[src/design/wbpc_pkg.sv]
package wbpc_pkg;

  localparam int CHAN_W = 8;
  localparam logic [CHAN_W-1:0] CHAN_MAX = 8'hFF;
  localparam int LEVEL_W = 17;
  localparam int LEVEL_FRAC_BITS = 16;
  localparam int ROW_W = 11;
  localparam int MAX_ROWS = 2048;
  localparam int ROWS_W = $clog2(MAX_ROWS + 1);
  localparam int HALF_W = ROWS_W - 1;
  localparam int CMP_W = ((ROW_W > ROWS_W) ? ROW_W : ROWS_W) + 1;
  localparam int PROD_W = LEVEL_W + HALF_W;

  // Rounded-up reciprocal of 255 scaled by 2^32, exact for 24-bit dividends.
  localparam logic [24:0] RECIP_255 = 25'd16843010;

  typedef struct packed {
    logic [CHAN_W-1:0] a;
    logic [2:0][CHAN_W-1:0] rgb;
  } argb_t;

  typedef enum logic [2:0] {
    CFG_STRIP_ROWS       = 3'd0,
    CFG_COLOR_BACKGROUND = 3'd1,
    CFG_COLOR_UNPLAYED   = 3'd2,
    CFG_COLOR_PLAYED     = 3'd3,
    CFG_COLOR_PLAYHEAD   = 3'd4
  } cfg_reg_t;

  function automatic logic [15:0] div255(logic [23:0] x);
    logic [48:0] p;
    p = 49'(x) * 49'(RECIP_255);
    return p[47:32];
  endfunction

endpackage

[src/design/wbpc_over.sv]
module wbpc_over import wbpc_pkg::*; (
  input  logic  clk,
  input  logic  rst,
  input  logic  in_valid,
  output logic  in_ready,
  input  argb_t in_bg,
  input  argb_t in_fg,
  input  logic  in_aux,
  output logic  out_valid,
  input  logic  out_ready,
  output argb_t out_pix,
  output logic  out_aux
);

  localparam int BITS_PER_STAGE = 2;
  localparam int DIV_STAGES = CHAN_W / BITS_PER_STAGE;
  localparam int NS = 4 + DIV_STAGES;
  localparam int NUM_W = 2 * CHAN_W + 1;

  typedef struct packed {
    logic [NUM_W-1:0] rem;
    logic [CHAN_W-1:0] quot;
  } rq_t;

  typedef struct packed {
    argb_t fg;
    argb_t bg;
    logic aux;
    logic [15:0] t;
    logic [2:0][15:0] fa;
  } s1_t;

  typedef struct packed {
    argb_t fg;
    argb_t bg;
    logic aux;
    logic [2:0][23:0] p;
    logic [2:0][15:0] fa;
    logic [CHAN_W-1:0] t255;
  } s2_t;

  typedef struct packed {
    argb_t fg;
    argb_t bg;
    logic aux;
    logic [2:0][15:0] fa;
    logic [2:0][15:0] q;
    logic [CHAN_W-1:0] oa;
  } s3_t;

  typedef struct packed {
    argb_t fg;
    argb_t bg;
    logic aux;
    logic [2:0][NUM_W-1:0] num;
    logic [CHAN_W-1:0] oa;
  } s4_t;

  typedef struct packed {
    argb_t fg;
    argb_t bg;
    logic aux;
    logic [CHAN_W-1:0] oa;
    logic [2:0] sat;
    rq_t [2:0] rq;
  } dv_t;

  function automatic rq_t div_bit(rq_t x, logic [CHAN_W-1:0] d, logic [2:0] sh);
    logic [NUM_W-1:0] dd;
    rq_t y;
    dd = NUM_W'(d) << sh;
    y = x;
    if (x.rem >= dd) begin
      y.rem = x.rem - dd;
      y.quot[sh] = 1'b1;
    end
    return y;
  endfunction

  logic [NS-1:0] v;
  logic [NS-1:0] ld;
  logic [NS-1:0] v_src;

  s1_t s1, s1_next;
  s2_t s2, s2_next;
  s3_t s3, s3_next;
  s4_t s4, s4_next;
  dv_t d [DIV_STAGES];
  dv_t d_src [DIV_STAGES];
  dv_t d_next [DIV_STAGES];
  dv_t last;
  logic [CHAN_W:0] oa_sum;

  always_comb begin
    ld[NS-1] = !v[NS-1] || out_ready;
    for (int k = NS - 2; k >= 0; k--) begin
      ld[k] = !v[k] || ld[k+1];
    end
  end

  assign v_src = {v[NS-2:0], in_valid};
  assign in_ready = ld[0];
  assign out_valid = v[NS-1];

  always_ff @(posedge clk) begin
    if (rst) begin
      v <= '0;
    end else begin
      for (int k = 0; k < NS; k++) begin
        if (ld[k]) begin
          v[k] <= v_src[k];
        end
      end
    end
  end

  always_comb begin
    s1_next.fg = in_fg;
    s1_next.bg = in_bg;
    s1_next.aux = in_aux;
    s1_next.t = 16'(in_bg.a) * 16'(CHAN_MAX - in_fg.a);
    for (int c = 0; c < 3; c++) begin
      s1_next.fa[c] = 16'(in_fg.rgb[c]) * 16'(in_fg.a);
    end
  end

  always_comb begin
    s2_next.fg = s1.fg;
    s2_next.bg = s1.bg;
    s2_next.aux = s1.aux;
    s2_next.fa = s1.fa;
    s2_next.t255 = CHAN_W'(div255(24'(s1.t)));
    for (int c = 0; c < 3; c++) begin
      s2_next.p[c] = 24'(s1.bg.rgb[c]) * 24'(s1.t);
    end
  end

  always_comb begin
    s3_next.fg = s2.fg;
    s3_next.bg = s2.bg;
    s3_next.aux = s2.aux;
    s3_next.fa = s2.fa;
    for (int c = 0; c < 3; c++) begin
      s3_next.q[c] = div255(s2.p[c]);
    end
    oa_sum = (CHAN_W + 1)'(s2.fg.a) + (CHAN_W + 1)'(s2.t255);
    s3_next.oa = (oa_sum > (CHAN_W + 1)'(CHAN_MAX)) ? CHAN_MAX : oa_sum[CHAN_W-1:0];
  end

  always_comb begin
    s4_next.fg = s3.fg;
    s4_next.bg = s3.bg;
    s4_next.aux = s3.aux;
    s4_next.oa = s3.oa;
    for (int c = 0; c < 3; c++) begin
      s4_next.num[c] = NUM_W'(s3.fa[c]) + NUM_W'(s3.q[c]);
    end
  end

  always_comb begin
    d_src[0].fg = s4.fg;
    d_src[0].bg = s4.bg;
    d_src[0].aux = s4.aux;
    d_src[0].oa = s4.oa;
    for (int c = 0; c < 3; c++) begin
      d_src[0].sat[c] = s4.num[c] >= {1'b0, s4.oa, {CHAN_W{1'b0}}};
      d_src[0].rq[c].rem = s4.num[c];
      d_src[0].rq[c].quot = '0;
    end
    for (int k = 1; k < DIV_STAGES; k++) begin
      d_src[k] = d[k-1];
    end
    for (int k = 0; k < DIV_STAGES; k++) begin
      d_next[k] = d_src[k];
      for (int c = 0; c < 3; c++) begin
        for (int j = 0; j < BITS_PER_STAGE; j++) begin
          d_next[k].rq[c] = div_bit(d_next[k].rq[c], d_src[k].oa,
                                    3'(CHAN_W - 1 - BITS_PER_STAGE * k - j));
        end
      end
    end
  end

  always_ff @(posedge clk) begin
    if (ld[0]) begin
      s1 <= s1_next;
    end
    if (ld[1]) begin
      s2 <= s2_next;
    end
    if (ld[2]) begin
      s3 <= s3_next;
    end
    if (ld[3]) begin
      s4 <= s4_next;
    end
    for (int k = 0; k < DIV_STAGES; k++) begin
      if (ld[4+k]) begin
        d[k] <= d_next[k];
      end
    end
  end

  assign last = d[DIV_STAGES-1];
  assign out_aux = last.aux;

  always_comb begin
    if (last.fg.a == CHAN_MAX) begin
      out_pix = last.fg;
    end else if (last.fg.a == '0) begin
      out_pix = last.bg;
    end else begin
      out_pix.a = last.oa;
      for (int c = 0; c < 3; c++) begin
        out_pix.rgb[c] = last.sat[c] ? CHAN_MAX : last.rq[c].quot;
      end
    end
  end

endmodule

[config.mk]
export PLATFORM = sky130hd
export DESIGN_NAME = wbpc_over
export DESIGN_NICKNAME = d
export VERILOG_FILES = /design/src/design/wbpc_pkg.sv /design/src/design/wbpc_over.sv
export SDC_FILE = /design/constraint.sdc
export NUM_CORES = 2
export LEC_CHECK = 0
export CORE_UTILIZATION = 35
export DETAILED_ROUTE_END_ITERATION = 16
export DONT_BUFFER_PORTS = 1
export PLACE_DENSITY = 0.6
export SYNTH_ARGS = -nofsm -noshare
export SYNTH_HDL_FRONTEND = slang
export SYNTH_SLANG_ARGS = --single-unit
[constraint.sdc]
create_clock -name clk -period 10.4 [get_ports clk]
set_clock_uncertainty 0.05 [all_clocks]
set_input_delay 0.52 -clock clk [delete_from_list [all_inputs] [get_ports clk]]
set_output_delay 0.52 -clock clk [all_outputs]
set_load 0.005 [all_outputs]
==> results.md <==
- Status: finished, final reports clean
- R2R depth: 22
- Area share of the largest cell type after synthesis: 0.423
- Clk sinks: 1140
- DP Wirelength: 136 mm
- IO Count: 104
- Most frequent cells in the layout: ha_1 (1134), edfxtp_1 (1132), inv_1 (992)
- Skew-Pair Late Insertion Delay: ~0.75 ns
- Internal reg-to-reg setup slack: approximately 3.8 ns
- Total GRT Usage: 0.156
- Most used DFF post-synth: edfxtp_1
- Count of final max-slew check failures: 0
- Root Buffer: clkbuf_16
- WL/cell: roughly 18 um
- Fraction of layout cells with a size suffix above 1: 0.0428
- Min-Delay Path Depth: 2
- Max stage delay on crit path: just over 0.8 ns
- Tightest Pin Transition: 1.14 ns
- Antenna violations before repair: 7
- Setup TNS: 0 ns
- Gate Count Post-Synth: approximately 7k
- RSZ-0062 raised after global routing: no
- Initial DRT Pass Iterations: 5
- Worst EP arrival: 7.08 ns
- Gpl congestion: 0.855
- Mapped Nets: 8628
- Met2 Track Usage GR: 0.257
- Synth Register Bits: 1140
- Distinct cell type count after synthesis: 87
- Slowest cell on the critical path: a21oi_1
- CP cell instances: ha_1 > inv_1 > fa_1 > a21o_1 > a21o_1 > a21oi_1 > o21ai_0 > a21oi_1 > inv_2 > a21oi_1 > ha_1 > nor2b_1 > o21ai_0 > a21oi_1 > o21ai_0 > a21oi_1 > o21ai_0 > a21oi_1 > or3_1 > or4_1 > nor4b_1 > xnor2_1
- Vias: approximately 50k
- Worst R2R End: d[1][49]$_DFFE_PP_
- CP Max Fanout: 19
- CTS Buf Count: roughly 110
- Most common cell after layout, fill and taps aside: ha_1
- Nets@finish: between 8k and 9k
- Routed Antenna Nets: 0
- Gates resized, CTS repair: 0
- Initial core utilization: 0.353
- Starting DRT DRC Count: a little over 3k
- Vias in the first global route: 50.8k
- Critical Path Source Type: register
- Reg2reg start: d[0][78]$_DFFE_PP_
- Async SR Flop Fraction: 0
- Seq/Total Area, Yosys: 0.425
- Crit path to: d[1][49]$_DFFE_PP_
- Post-route clock period utilization: 0.636
- Mean post-synth cell area: around 12 sq um
- Critical path endpoint category: register
- Critical path class: register to register
- Synthesized area: between 80000 and 90000 sq um
- First-pass GRT wire length: approximately 280 mm
- Core Area: roughly 230000 sq um
- Die ar.: between 200000 and 250000 sq um
- Fmax: roughly 150 MHz
- H-tree depth: 3
- Setup violations, final: 0
- Final min period: around 6.6 ns
- Filler Cell Count: between 20k and 25k
- Yosys Warn Count: 0
- Leading area contributor after synthesis: edfxtp_1
- CTS tree: done
- Reg clk slew, reported paths: approximately 0.070 ns
- Top cells by area, synth: edfxtp_1 (42%), ha_1 (18%), fa_1 (12%)
- DRC viols: 0
- Die width: around 480 um
- Via density: approximately 4.9
- Most used cell, CP: a21oi_1
- CP required: ~11 ns
- Setup crit start: d[0][78]$_DFFE_PP_
- Longest Clk Path Bufs: 3
- Pin count of the biggest net entering global routing: between 70 and 80
- Num rows: between 150 and 200
- Area Overhead vs Synth: 10.1%
- Multi-input gate area: about 42000 sq um
- Grt met1 use: 0.215
- Final hold violation count: 0
- Slew Limit Headroom: 0.232
- IO Port Bufs: 0
- Maxcap violations: 0
- Total gr overflow: 0
- Met3 usage: 0.0232
- WL final: 181 mm
- GR peak layer: met2
- Die Y: 481 um
- Post-synth EDFFs: around 1.1k
- Worst hold path type: input pin to register
- Reg area: 34200 sq um
[synth_stat cells (30+ instances only)]
master and number:
nor2b_1 117, o21ai_0 252, inv_1 995, a21boi_0 37
nand3_1 67, o21a_1 60, a21oi_1 290, edfxtp_1 1132
nor2_1 333, ha_1 1134, nand2b_1 77, xor2_1 64
clkbuf_1 122, nor3_1 73, xnor2_1 243, nand4_1 60
fa_1 471, mux2_2 58, and2_1 434, a21o_1 97
nor4_1 33, or3_1 30, nand2_1 438
[logic make-up (layout without fill, tap and decap cells)]
kind of cell / count (synthesis) / after routing / share of synthesized area
muxes: 79 / 79 / 0.0107
xor gates and xnor gates: 307 / 307 / 0.0335
and+or+nand+nor: 1777 / 1777 / 0.114
DFF: 1140 / 1140 / 0.425
other: 0 / 3 / 0
adders and majority gates: 1605 / 1605 / 0.294
buffers and inverters: 1129 / 1304 / 0.0529
AOI/OAI and AO/OA: 917 / 917 / 0.0701
[per-stage QoR]
step           area, sq um   util  instances  setup WS [ns]  hold WS, ns
6_report             88500  0.389      10100           3.79       0.0977
5_1_grt              88500  0.388      10100           3.16       0.0509
4_1_cts              88500  0.388      10100           3.82       0.0327
3_5_place_dp         83900  0.369       9862           3.76        0.355
3_3_place_gp         83900  0.369       9862           3.73        0.350
2_1_floorplan        80400      -       6954         0.0348        0.350
[layer usage]
| layer | part of all wire | up-vias |
|---|---|---|
| met3 | 0.045 | 240 |
| met1 | 0.47 | 24700 |
| met2 | 0.46 | 993 |
| li1 | - | 24100 |
| met5 | 0 | - |
| met4 | 0.025 | 0 |
[repair_timing]
| action | in CTS | in global routing |
|---|---|---|
| setup buffers | 0 | 0 |
| hold buffers | 68 | 0 |
| endpoints found under the hold margin | 78 | 0 |
| endpoints found under the setup margin | 0 | 0 |
[registers in the layout (all words and copies together), names as in the netlist]
register / count
d_next: 73
d: 517
d_src: 51
s2: 193
v: 8
s1: 129
s3: 169
[worst min path at each step]
| stage | startpoint | end | slack, ns |
|---|---|---|---|
| after CTS | in_fg[9] | s1[17]$_DFFE_PP_ | 0.03 |
| final | in_fg[9] | s1[17]$_DFFE_PP_ | 0.1 |
| after detailed placement | d_next[568]$_DFFE_PP_ | d[0][115]$_DFFE_PP_ | 0.35 |
| after global routing | in_fg[9] | s1[17]$_DFFE_PP_ | 0.05 |
| after floorplan | d_next[553]$_DFFE_PP_ | d[0][100]$_DFFE_PP_ | 0.35 |
| after global placement | s3[144]$_DFFE_PP_ | d_next[579]$_DFFE_PP_ | 0.35 |
[worst max-delay path: cells and delay by family (launching register included)]
family / cells / cell delay [ns]
simple gates: 4 / 1.50
buf+inv: 2 / 0.26
xor+xnor: 1 / 0.14
flops: 1 / 0.58
fa+ha+maj: 3 / 0.97
compound gates: 12 / 2.89
[layout make-up]
| cell class | count | area share |
|---|---|---|
| diodes | 3 | 0.0000849 |
| clock inverters | 75 | 0.0113 |
| flip-flops and latches | 1140 | 0.386 |
| clock buffers | 133 | 0.0323 |
| inverters | 997 | 0.0424 |
| repair buffers | 99 | 0.0103 |
| well taps | 3009 | 0.0426 |
| multi-input cells | 4685 | 0.475 |
Power is not shown: default switching activity piles up to over one toggle a cycle in this logic, so the estimate is an artifact.
